### config.mk
export PLATFORM = sky130hd
export DESIGN_NAME = sliding_window_receive_filter
export DESIGN_NICKNAME = d
export VERILOG_FILES = /design/src/rtl/core/swrf_pkg.sv /design/src/rtl/core/sliding_window_receive_filter.sv
export SDC_FILE = /design/constraint.sdc
export NUM_CORES = 1
export LEC_CHECK = 0
export BUFFER_PORTS_ARGS = -buffer_cell sky130_fd_sc_hd__buf_2
export CORE_MARGIN = 4
export CORE_UTILIZATION = 51
export CTS_CLUSTER_DIAMETER = 40
export DETAILED_ROUTE_END_ITERATION = 12
export GPL_TIMING_DRIVEN = 0
export PLACE_DENSITY = 0.84
export SLEW_MARGIN = 30
export SYNTH_ARGS = -nofsm -noshare
export SYNTH_HDL_FRONTEND = slang
export SYNTH_SLANG_ARGS = --single-unit
### constraint.sdc
create_clock -name clk_i -period 3.9 [get_ports clk_i]
set_clock_uncertainty 0.15 [all_clocks]
set_input_delay 0.78 -clock clk_i [delete_from_list [all_inputs] [get_ports clk_i]]
set_output_delay 0.78 -clock clk_i [all_outputs]
set_load 0.02 [all_outputs]
### src/rtl/core/swrf_pkg.sv
`timescale 1ns / 1ps

package swrf_pkg;

  localparam int unsigned SeqW     = 32;
  localparam int unsigned TypeW    = 8;
  localparam int unsigned VerdictW = 3;
  localparam int unsigned SlotW    = 3;
  localparam int unsigned CountW   = 4;
  localparam int unsigned InDataW  = 48;
  localparam int unsigned OutDataW = 8;
  localparam int unsigned ApbAddrW = 3;
  localparam int unsigned ApbDataW = 32;

  typedef enum logic [VerdictW-1:0] {
    VERDICT_ACCEPTED  = 3'd0,
    VERDICT_BAD_FRAME = 3'd1,
    VERDICT_OUT_RANGE = 3'd2,
    VERDICT_DUPLICATE = 3'd3,
    VERDICT_STARTED   = 3'd4,
    VERDICT_CLOSED    = 3'd5
  } verdict_e;

  typedef enum logic {
    CMD_START  = 1'b0,
    CMD_PACKET = 1'b1
  } command_e;

  typedef enum logic {
    REG_DATA_TYPE = 1'b0,
    REG_CMD_TYPE  = 1'b1
  } reg_idx_e;

  typedef logic [TypeW-1:0] type_code_t;

endpackage

### src/rtl/core/sliding_window_receive_filter.sv
`timescale 1ns / 1ps
// Sliding-window receive filter.
// Input stream: one item per packet header or window start. tuser selects
// start (0) or packet (1); tdata carries sequence number, frame-ok flag and
// type byte; tlast carries the header's last-packet mark.
// Output stream: one result item per input item. tuser is the verdict
// (accepted, bad frame/type, out of range, duplicate, started, closed);
// tdata carries slot and received count; tlast is high when the item
// closed the window.
// Output valid rises in the cycle after input accept. An item can be
// taken every cycle: the window check is a subtract, a compare and one
// bitmap lookup, and all state updates in the same cycle as the accept.
// The result register frees up when the receiver takes it, so the input
// stays ready under back-to-back traffic; when the receiver stalls the
// result holds and the input is stalled with it.
// Reset clears the window state, marks the window closed (packets get
// the closed verdict until the first start) and zeroes both type-code
// registers. The APB port holds the data and command type codes at 0x0
// and 0x4; writes are expected only while the stream is idle.
module sliding_window_receive_filter #(
  parameter int unsigned WINDOW = 8
) (
  input  logic                           clk_i,
  input  logic                           rst_ni,
  // tdata: [31:0] seq_num, [32] frame_ok, [40:33] type_code, rest zero
  input  logic                           s_axis_tvalid,
  output logic                           s_axis_tready,
  input  logic [swrf_pkg::InDataW-1:0]   s_axis_tdata,
  // tuser: [0] command
  input  logic                           s_axis_tuser,
  input  logic                           s_axis_tlast,
  output logic                           m_axis_tvalid,
  input  logic                           m_axis_tready,
  // tdata: [2:0] slot, [6:3] received_count, [7] zero
  output logic [swrf_pkg::OutDataW-1:0]  m_axis_tdata,
  // tuser: [2:0] verdict
  output logic [swrf_pkg::VerdictW-1:0]  m_axis_tuser,
  output logic                           m_axis_tlast,
  input  logic                           psel,
  input  logic                           penable,
  input  logic                           pwrite,
  input  logic [swrf_pkg::ApbAddrW-1:0]  paddr,
  input  logic [swrf_pkg::ApbDataW-1:0]  pwdata,
  output logic [swrf_pkg::ApbDataW-1:0]  prdata,
  output logic                           pready
);

  localparam int unsigned OffW = (WINDOW > 1) ? $clog2(WINDOW) : 1;
  localparam int unsigned CntW = $clog2(WINDOW + 1);

  // configuration registers
  swrf_pkg::type_code_t data_type_q, cmd_type_q;
  swrf_pkg::reg_idx_e   reg_idx;
  logic                 cfg_wr;

  assign pready  = 1'b1;
  assign reg_idx = swrf_pkg::reg_idx_e'(paddr[2]);
  assign cfg_wr  = psel && penable && pwrite && pready;

  always_ff @(posedge clk_i or negedge rst_ni) begin
    if (!rst_ni) begin
      data_type_q <= '0;
      cmd_type_q  <= '0;
    end else if (cfg_wr) begin
      case (reg_idx)
        swrf_pkg::REG_DATA_TYPE: data_type_q <= pwdata[swrf_pkg::TypeW-1:0];
        swrf_pkg::REG_CMD_TYPE:  cmd_type_q  <= pwdata[swrf_pkg::TypeW-1:0];
        default: ;
      endcase
    end
  end

  always_comb begin
    case (reg_idx)
      swrf_pkg::REG_DATA_TYPE: prdata = swrf_pkg::ApbDataW'(data_type_q);
      swrf_pkg::REG_CMD_TYPE:  prdata = swrf_pkg::ApbDataW'(cmd_type_q);
      default:                 prdata = '0;
    endcase
  end

  // window state
  logic [swrf_pkg::SeqW-1:0] base_q, base_d;
  logic [WINDOW-1:0]         map_q, map_d;
  logic [CntW-1:0]           count_q, count_d;
  logic [OffW-1:0]           high_q, high_d;
  logic                      high_last_q, high_last_d;
  logic                      closed_q, closed_d;

  // result register
  logic                      out_valid_q;
  swrf_pkg::verdict_e        verdict_q, verdict_d;
  logic [swrf_pkg::SlotW-1:0]  slot_q, slot_d;
  logic [swrf_pkg::CountW-1:0] rcount_q, rcount_d;
  logic                      done_q, done_d;

  logic                      in_acc;
  logic [swrf_pkg::SeqW-1:0] seq;
  logic                      frame_ok;
  swrf_pkg::type_code_t      type_code;
  swrf_pkg::command_e        cmd;
  logic [swrf_pkg::SeqW:0]   diff;
  logic                      in_range;
  logic [OffW-1:0]           off;
  logic [CntW-1:0]           count_inc;

  assign s_axis_tready = !out_valid_q || m_axis_tready;
  assign in_acc        = s_axis_tvalid && s_axis_tready;

  assign seq       = s_axis_tdata[swrf_pkg::SeqW-1:0];
  assign frame_ok  = s_axis_tdata[swrf_pkg::SeqW];
  assign type_code = s_axis_tdata[swrf_pkg::SeqW+swrf_pkg::TypeW:swrf_pkg::SeqW+1];
  assign cmd       = swrf_pkg::command_e'(s_axis_tuser);

  // range test without wrap: base <= seq <= base + WINDOW - 1
  assign diff      = {1'b0, seq} - {1'b0, base_q};
  assign in_range  = !diff[swrf_pkg::SeqW] &&
                     (diff[swrf_pkg::SeqW-1:0] <= swrf_pkg::SeqW'(WINDOW - 1));
  assign off       = diff[OffW-1:0];
  assign count_inc = count_q + CntW'(1);

  always_comb begin
    base_d      = base_q;
    map_d       = map_q;
    count_d     = count_q;
    high_d      = high_q;
    high_last_d = high_last_q;
    closed_d    = closed_q;
    verdict_d   = swrf_pkg::VERDICT_ACCEPTED;
    slot_d      = '0;
    done_d      = 1'b0;

    if (cmd == swrf_pkg::CMD_START) begin
      base_d      = seq;
      map_d       = '0;
      count_d     = '0;
      high_d      = '0;
      high_last_d = 1'b0;
      closed_d    = 1'b0;
      verdict_d   = swrf_pkg::VERDICT_STARTED;
    end else if (closed_q) begin
      verdict_d = swrf_pkg::VERDICT_CLOSED;
    end else if (!frame_ok || (type_code != data_type_q && type_code != cmd_type_q)) begin
      verdict_d = swrf_pkg::VERDICT_BAD_FRAME;
    end else if (!in_range) begin
      verdict_d = swrf_pkg::VERDICT_OUT_RANGE;
    end else if (map_q[off]) begin
      verdict_d = swrf_pkg::VERDICT_DUPLICATE;
    end else begin
      if (count_q == '0 || off > high_q) begin
        high_d      = off;
        high_last_d = s_axis_tlast;
      end
      map_d[off] = 1'b1;
      count_d    = count_inc;
      // complete up to a last-marked highest packet, or the window is full
      done_d     = (high_last_d && (CntW'(high_d) + CntW'(1) == count_inc)) ||
                   (count_inc == CntW'(WINDOW));
      closed_d   = done_d;
      slot_d     = swrf_pkg::SlotW'(off);
    end
    rcount_d = swrf_pkg::CountW'(count_d);
  end

  always_ff @(posedge clk_i or negedge rst_ni) begin
    if (!rst_ni) begin
      base_q      <= '0;
      map_q       <= '0;
      count_q     <= '0;
      high_q      <= '0;
      high_last_q <= 1'b0;
      closed_q    <= 1'b1;
    end else if (in_acc) begin
      base_q      <= base_d;
      map_q       <= map_d;
      count_q     <= count_d;
      high_q      <= high_d;
      high_last_q <= high_last_d;
      closed_q    <= closed_d;
    end
  end

  always_ff @(posedge clk_i or negedge rst_ni) begin
    if (!rst_ni) begin
      out_valid_q <= 1'b0;
    end else if (s_axis_tready) begin
      out_valid_q <= s_axis_tvalid;
    end
  end

  always_ff @(posedge clk_i) begin
    if (in_acc) begin
      verdict_q <= verdict_d;
      slot_q    <= slot_d;
      rcount_q  <= rcount_d;
      done_q    <= done_d;
    end
  end

  assign m_axis_tvalid = out_valid_q;
  assign m_axis_tuser  = verdict_q;
  assign m_axis_tdata  = {1'b0, rcount_q, slot_q};
  assign m_axis_tlast  = done_q;

endmodule

-- Word-level counts from Yosys, hierarchy flattened
Index checks and enable logic that the tools add are counted.
- register bits after elaboration: 77
- logic and storage cells: 102
- add/subtract/negate cells: 3
- magnitude comparators: 4
- equal/unequal tests: 8
- muxes and demuxes: 46
- bitwise logic cells: 4
- reduce and logical (&&, ||, !) cells: 22
- operator list (operator ; number):
    32-bit one-hot mux with 2 select lines ; 1
    8-bit 2-to-1 mux ; 5
    3-bit 2-to-1 mux ; 11
    32-bit by 32-bit subtractor with 33-bit output ; 1
    32-bit by 3-bit less-or-equal comparator with 1-bit output, second input constant ; 1
    1-bit 2-to-1 mux ; 20
    4-bit 2-to-1 mux ; 5
    8-bit inequality test ; 2
    8-bit bitwise OR ; 1
    1-bit logical AND ; 7
    2-bit inequality test, second input constant ; 3
    2-bit AND reduction ; 3
    5-bit AND reduction ; 1
    5-bit OR reduction ; 1
    3-bit by 1-bit adder with 4-bit output, second input constant ; 1
    4-bit by 1-bit adder with 4-bit output, second input constant ; 1
    4-bit equality test ; 1
    4-bit equality test, second input constant ; 1
    4-bit logical NOT ; 1
    1-bit logical OR ; 4
    3-bit by 4-bit less-than comparator with 1-bit output, second input constant ; 1
    2-bit 2-to-1 mux ; 2
    1-bit binary-select mux with 3-bit select ; 1
    1-bit demux with 3-bit select ; 1
    other kinds (7) ; 11

-- Longest topological paths before layout
Gate-level depths: netlist of run 1.
- word-level depth: 18
- mapped depth: 19

-- Least setup slack after synthesis of run 1
No wires, ideal clock.
- path type: input port to flip-flop
- from: input s_axis_tdata[0] (netlist bit)
- to: register done_q (netlist: m_axis_tlast) (data pin)
- data arrival time: 4.271 ns
- required time: 3.593 ns
- slack: -0.678 ns
- stages: 19
- path buffers: 1
- cell sequence: inv_1 ha_1 fa_1 clkbuf_1 inv_1 ha_1 nor2b_1 o21a_1 o21a_1 nor2_1 o21ai_0 ha_1 xor2_1 xnor2_1 a211oi_1 o21a_1 o2bb2ai_1 nand3_1 nor3_1
- word-level cells in the longest chain between the ends: 16
- ends and longest elaborated chain (what ; RTL line ; RTL):
    from (decl) ; sliding_window_receive_filter.sv:28 ; input logic [swrf_pkg::InDataW-1:0] s_axis_tdata,
    32-bit by 32-bit subtractor with 33-bit output * ; sliding_window_receive_filter.sv:115 ; assign diff = {1'b0, seq} - {1'b0, base_q};
    named net diff, one bit ; sliding_window_receive_filter.sv:101 ; logic [swrf_pkg::SeqW:0] diff;
    3-bit greater-than comparator ; sliding_window_receive_filter.sv:149 ; if (count_q == '0 || off > high_q) begin
    1-bit logical OR ; sliding_window_receive_filter.sv:149 ;
    3-bit 2-to-1 mux ; sliding_window_receive_filter.sv:149 ;
    3-bit 2-to-1 mux ; sliding_window_receive_filter.sv:146 ; end else if (map_q[off]) begin
    3-bit 2-to-1 mux ; sliding_window_receive_filter.sv:144 ; end else if (!in_range) begin
    3-bit 2-to-1 mux ; sliding_window_receive_filter.sv:142 ; end else if (!frame_ok || (type_code != data_type_q && type_code != cmd_type_q)) begin
    3-bit 2-to-1 mux ; sliding_window_receive_filter.sv:140 ; end else if (closed_q) begin
    3-bit 2-to-1 mux ; sliding_window_receive_filter.sv:132 ; if (cmd == swrf_pkg::CMD_START) begin
    3-bit by 1-bit adder with 4-bit output ; sliding_window_receive_filter.sv:156 ; done_d = (high_last_d && (CntW'(high_d) + CntW'(1) == count_inc)) ||
    4-bit equality test ; sliding_window_receive_filter.sv:156 ;
    1-bit logical AND ; sliding_window_receive_filter.sv:156 ;
    1-bit logical OR ; sliding_window_receive_filter.sv:156 ;
    1-bit 2-to-1 mux ; - ;
    1-bit 2-to-1 mux * (2 in a row) ; - ;
    to (signal assigned) ; sliding_window_receive_filter.sv:195 ; done_q <= done_d;
    to (decl) ; sliding_window_receive_filter.sv:94 ; logic done_q, done_d;
Mark *: on every way through the listed nets, which the timed path passes. The rest lies on a longest branch. The select of a mux whose other input is x is not followed.
A chain may end at the register's enable or synchronous reset.

-- Final worst setup path of run 1
- from: input s_axis_tdata[12] (netlist bit)
- to: register rcount_q[2] (netlist bit) (data pin)
- word-level cells in the longest chain between the ends: 7
- ends and longest elaborated chain (what ; RTL line ; RTL):
    32-bit by 32-bit subtractor with 33-bit output * ; sliding_window_receive_filter.sv:115 ;
    32-bit by 3-bit less-or-equal comparator with 1-bit output / 1-bit logical NOT (equally long branches) ; sliding_window_receive_filter.sv:117, sliding_window_receive_filter.sv:116 ;
    1-bit logical AND * ; sliding_window_receive_filter.sv:116 ; assign in_range = !diff[swrf_pkg::SeqW] &&
    4-bit 2-to-1 mux * ; sliding_window_receive_filter.sv:144 ;
    4-bit 2-to-1 mux * ; sliding_window_receive_filter.sv:142 ;
    4-bit 2-to-1 mux * ; sliding_window_receive_filter.sv:140 ;
    4-bit 2-to-1 mux * ; sliding_window_receive_filter.sv:132 ;
    named net count_d[2] ; sliding_window_receive_filter.sv:84 ; logic [CntW-1:0] count_q, count_d;
    to (signal assigned) ; sliding_window_receive_filter.sv:194 ; rcount_q <= rcount_d;
    to (decl) ; sliding_window_receive_filter.sv:93 ; logic [swrf_pkg::CountW-1:0] rcount_q, rcount_d;
Mark *: on every way through the listed nets, which the timed path passes. The rest lies on a longest branch.

==> flow_metrics.tcl, run 1 <==
set metrics [dict create \
    fillers 971 \
    critical_path_cell_count 14 \
    h-tree-depth 3 \
    synth-seq-cells 77 \
    drc 0 \
    gp_congestion 0.926 \
    holdWs_ps 170 \
    synth_cell_type_count 80 \
    clk_latency_ps 360 \
    dp_cells 1047 \
    drive_gt1_share_pct 30.7 \
    nets 1051 \
    crit_required_ps 3870 \
    fp.dieW_um 121 \
    num_rows 40 \
    layout_setup_ws_ps -168 \
    cts_made_buffers 9 \
    cp-endpoint "rcount_q[2]$_DFFE_PP_" \
    portBuffers 77 \
    finalSetupViolCount 23 \
    critPathSlowestCell "a2111oi_2" \
    period_share_pct 104 \
    clkSlewWorstSetupHoldPaths_ps 70 \
    crit_fanout 10 \
    post-synth-top-count-cell "nand2_1" \
    ys_seq_area_share_pct 30.6 \
    first_global_vias 6061 \
    worst_r2r_path_depth 13 \
    end_kind "flip-flop" \
    cts_root_buffer "clkbuf_16" \
    postCtsHoldBufs 0 \
    syn_avg_cell_area_um2 8.35 \
    dieArea_um2 14600 \
    first_iter_violations 578 \
    num_antenna_cells 0 \
    p_per_area_nw_per_um2 476 \
    hp-class "in -> async" \
    synth_edf_count 11 \
    globalRoute.totalOverflow 0 \
    max_freq_ghz 0.246 \
    vias 6469 \
    crit_type "in -> reg" \
    avgRoutedWirePerCell_um 16.9 \
    critPathMaxStageDelay_ps 480 \
    synth_top_area_share_pct 25.1 \
    die_h_um 121 \
    cp_num_buf_inv 3 \
    grt_max_degree 45 \
    cts_buffer_depth 2 \
    power_mw 4.01 \
    p_leak_nw 3.68 \
    fin_crit_ps 4070 \
    io_pins 139 \
    finalHoldViolCount 0 \
    violations "negative setup slack" \
    r2r_start "base_q[0]$_DFFE_PN0P_" \
    synth_common_cells "nand2_1 (83), dfrtp_1 (65), o21ai_0 (65)" \
    maxSlewViolCount 0 \
    cp.arrival_ps 4030 \
    synth_top_flop_cell "dfrtp_1" \
    finalSetupTns_ps -1950 \
    synthTopCellsByArea "dfrtp_1 (25%), ha_1 (7.3%), edfxtp_1 (5.1%), o21ai_0 (5.0%), nand2_1 (4.8%)" \
    first_pass_iters 8 \
    reg2reg_to "rcount_q[2]$_DFFE_PP_" \
    syn_inst 777 \
    hpwl_um 12700 \
    area_delta_synth_final_pct 29.9 \
    cts.sinks 77 \
    cts_tree "done" \
    wl_um 18500 \
    tightest_slew_ps 996 \
    initial_core_util_pct 53.1 \
    synth_area_um2 6490 \
    track_usage_pct 24.1 \
    layoutNonFillerInstCount 1093 \
    yosysWarningCount 0 \
    viasPerCell 5.92 \
    outcome "finished with violations" \
    vdd.ir_drop.worst_uv 242 \
    synth.largest_area_cell "dfrtp_1" \
    path_cells "buf_2 -> ha_1 -> buf_6 -> a211oi_4 -> nor2_1 -> nor4b_2 -> a21oi_2 -> xor2_1 -> a2111oi_2 -> nand4_1 -> nor4_4 -> buf_6 -> a21oi_2 -> a31o_2" \
    crit_path_start_kind "input port" \
    pre_cts_slack_ps -919 \
    ff2ff_setup_slack_ps -50 \
    crit_family "simple AND/OR/NAND/NOR gates" \
    startpoint "s_axis_tdata[12]" \
    cap_violations 0 \
    async_flop_share_pct 85.7 \
    grt_pass1_wl_um 28900 \
    coreArea_um2 12200 \
    rsz0062_at_grt "yes" \
    antenna_found_initial 0 \
    final_antenna_net_count 0 \
    slew_headroom_pct 33.4 \
]
[kinds of logic (layout without fill, tap and decap cells)]
group | Yosys count | after routing | synth area share [%]
AND/OR/NAND/NOR | 253 | 253 | 19.9
XOR/XNOR | 34 | 34 | 4.59
flip-flops | 77 | 77 | 30.6
other | 2 | 26 | 0.116
multiplexers | 34 | 34 | 5.75
AO/OA/AOI/OAI | 222 | 222 | 22.9
adder cells (fa/ha/maj) | 39 | 39 | 7.64
buffers and inverters | 116 | 240 | 8.55
[worst min-delay path by stage]
stage	startpoint	end	slack, ps	cells past startpoint
global placement	map_q[3]$_DFFE_PN0P_	map_q[3]$_DFFE_PN0P_	320	1
detailed placement	map_q[3]$_DFFE_PN0P_	map_q[3]$_DFFE_PN0P_	330	1
CTS	rst_ni	count_q[3]$_DFFE_PN0P_	180	1
global route	rst_ni	count_q[3]$_DFFE_PN0P_	200	1
finish	rst_ni	count_q[3]$_DFFE_PN0P_	170	1
floorplan	map_q[2]$_DFFE_PN0P_	map_q[2]$_DFFE_PN0P_	310	2
[layout make-up]
cell class                      count  area (um2)  share of cell area [%]
Clock buffer                       12         258                    3.06
Inverter                           55         226                    2.69
Buffer                             57         368                    4.37
Clock inverter                      4        77.6                   0.921
Tap cell                          168         210                    2.50
Sequential cell                    77        1980                    23.5
Multi-Input combinational cell    608        4590                    54.4
Timing Repair Buffer              112         716                    8.50
[through the flow]
step	cell area, um2	util, %
after floorplan	6670	-
after global placement	7260	59.5
after detailed placement	7290	59.7
after CTS	8070	66.1
after global routing	8420	69.0
final	8420	69.0
[registers in the layout, summed over array words and instances (netlist names), 3 cells and up]
name,cells
base_q,32
cmd_type_q,8
data_type_q,8
map_q,8
count_q,4
rcount_q,4
high_q,3
m_axis_tuser,3
slot_q,3
[repair_timing]
action | CTS | global route
pin swaps | 23 | 24
buffers inserted | 25 | 9
gates cloned | 1 | 0
endpoints found under the setup margin | 27 | 27
resized for setup | 53 | 58
[worst register-to-register path: stages, from the launching register on]
cell       delay, ps
dfrtp_1          410
ha_4             180
fa_2             390
nor2b_4          160
o2111ai_4        170
a21o_1           270
a21oi_2          260
o21ai_1          170
a2111oi_4        360
nand4_1          270
nor4_4           450
buf_6            190
a21oi_2           70
a31o_2           220
[layer usage]
layer / track usage, % / vias to the layer above / part of all wire (%)
li1: - / 3063 / -
met1: 30.6 / 3041 / 40
met2: 41.8 / 300 / 50
met3: 4.49 / 65 / 6.7
met4: 7.15 / 0 / 2.6
met5: 0 / - / 0
[report_power, final]
group	switching, mW	total (mW)	internal, mW
combinational	1.20	2.07	0.873
sequential	0.0620	0.985	0.923
clock	0.354	0.957	0.603
total	1.61	4.01	2.40
[cell usage in the layout, fill, tap and decap left out, drive strengths merged, types with 5 or more instances in the layout]
cell type,count
nand4,17
edfxtp,11
ha,38
clkbuf,32
a211oi,8
o211ai,9
conb,26
a21oi,48
a2111oi,5
mux2i,8
nand3,24
nand2,83
dfrtp,65
o21ai,67
nand2b,8
and2,6
nand3b,5
a41oi,5
a21o,15
or3,8
o21a,8
and3,5
mux2,26
nor3,27
o2111ai,6
inv,56
a31oi,7
xor2,8
nor2,39
o21bai,6
buf,149
nor2b,8
xnor2,26
No activity file was read; power rests on OpenSTA's default activity.
==> run 2, diff against run 1 <==
CORE_UTILIZATION = 30   (was 51)
GPL_TIMING_DRIVEN = unset   (was 0)
PLACE_DENSITY = 0.57   (was 0.84)
==> flow_metrics.tcl, run 2 (synthesis results as in run 1) <==
set metrics [dict create \
    tightest_slew_ps 672 \
    holdWs_ps 162 \
    cap_violations 0 \
    globalRoute.totalOverflow 0 \
    first_pass_iters 5 \
    largest_reg_flops 32 \
    grt_max_degree 56 \
    die_h_um 155 \
    maxSlewViolCount 0 \
    antenna_found_initial 0 \
    viasPerCell 5.00 \
    num_rows 53 \
    num_antenna_cells 0 \
    p_leak_nw 4.00 \
    outcome "completed" \
    avgRoutedWirePerCell_um 14.7 \
    drc 0 \
    finalSetupViolCount 0 \
    h-tree-depth 3 \
    wl_um 18600 \
    cts_made_buffers 9 \
    vdd.ir_drop.worst_uv 199 \
    cts_buffer_depth 2 \
    internal-power_mw 2.42 \
    crit_path_start_kind "input port" \
    first_global_vias 6117 \
    postCtsHoldBufs 0 \
    io_pins 139 \
    gp_congestion 0.886 \
    period_share_pct 100 \
    cts.sinks 77 \
    switching_share_pct 40.0 \
    p_clk_share_pct 20.5 \
    hp-class "in -> async" \
    finalSetupTns_ps 0 \
    p_comb_share_pct 55.2 \
    finalHoldViolCount 0 \
    max_freq_ghz 0.257 \
    p_per_area_nw_per_um2 449 \
    grt_pass1_wl_um 30200 \
    clkSlewWorstSetupHoldPaths_ps 70 \
    final_cell_mix "buf_4 (146), nand2_1 (81), buf_2 (78), dfrtp_1 (65), o21ai_0 (59)" \
    cts_tree "done" \
    final_antenna_net_count 0 \
    fin_crit_ps 3900 \
    crit_type "in -> reg" \
    area_delta_synth_final_pct 38.6 \
    cts_root_buffer "clkbuf_16" \
    crit_required_ps 3950 \
    cp.arrival_ps 3950 \
    top_register "base_q" \
    track_usage_pct 15.2 \
    dieArea_um2 24000 \
    initial_core_util_pct 30.7 \
    rsz0062_at_grt "yes" \
    switchingPower_mw 1.61 \
    drive_gt1_share_pct 36.6 \
    first_iter_violations 291 \
    vias 6323 \
    coreArea_um2 21200 \
    clk_latency_ps 350 \
    portBuffers 79 \
    power_mw 4.04 \
    crit_fanout 3 \
    fp.dieW_um 155 \
    nets 1116 \
    hpwl_um 14200 \
    p_seq_share_pct 24.3 \
    final_common_cell "buf_4" \
    slew_headroom_pct 54.7 \
    end_kind "flip-flop" \
]
## run 2: power groups by stage
stage | registers, mW | clock network [mW] | logic, mW
2_1_floorplan | 0.992 | 0 | 1.24
3_3_place_gp | 0.992 | 0 | 1.97
3_5_place_dp | 0.996 | 0 | 1.99
4_1_cts | 0.981 | 0.859 | 2.10
5_1_grt | 0.994 | 0.888 | 2.45
6_report | 0.981 | 0.826 | 2.23
## run 2: worst paths after layout
check	start	endpoint	slack (ps)	depth (start not counted)
setup / recovery	s_axis_tdata[0]	m_axis_tlast$_SDFFCE_PP0P_	1	19
hold / removal	rst_ni	cmd_type_q[1]$_DFFE_PN0P_	160	1
setup reg to reg	base_q[0]$_DFFE_PN0P_	m_axis_tlast$_SDFFCE_PP0P_	110	17
hold reg to reg	map_q[7]$_DFFE_PN0P_	map_q[7]$_DFFE_PN0P_	340	1
max in group asynchronous	rst_ni	closed_q$_DFFE_PN1P_	2800	2
min in group clk_i	map_q[7]$_DFFE_PN0P_	map_q[7]$_DFFE_PN0P_	340	1
## run 2: critical path, stage by stage
cell and delay [ps]:
buf_8 90, inv_12 30, ha_4 150, fa_2 580, inv_6 40, ha_4 200, nor2b_1 120, o21a_1 180
o21a_1 220, o21ai_2 170, nand2_1 100, ha_2 180, xor2_1 150, xnor2_1 160, a211oi_1 240, o21a_1 190
o2bb2ai_2 140, nand3_1 110, nor3_2 120
## run 2: final cells by class
| class | count | area, um2 |
|---|---|---|
| well taps | 275 | 344 |
| multi-input cells | 608 | 4530 |
| repair buffers | 234 | 1620 |
| clock buffers | 9 | 225 |
| inverters | 55 | 224 |
| fillers | 2182 | 12200 |
| flip-flops and latches | 77 | 1980 |
| clock inverters | 7 | 56.3 |
## run 2: stage by stage
step	cell area [um2]	setup WS, ps	std cells	utilization (%)
2_1_floorplan	6670	-320	801	-
3_3_place_gp	8130	-502	1235	38.4
3_5_place_dp	8130	-602	1235	38.4
4_1_cts	8670	-29.8	1258	41.0
5_1_grt	8990	-114	1265	42.5
6_report	8990	1.37	1265	42.5
## run 2: layer usage
layer	track usage (%)	up-vias	wire length (um)
met2	26.3	145	9140
met4	3.49	0	283
met5	0	-	0
met1	19.8	2968	8420
li1	-	3186	-
met3	2.45	24	734
## run 2: what timing repair did
item / 4_1_cts / 5_1_grt
endpoints found under the setup margin: 27 / 27
pin swaps: 24 / 26
cloned: 1 / 0
buffers inserted: 6 / 7
gates resized for setup: 36 / 55
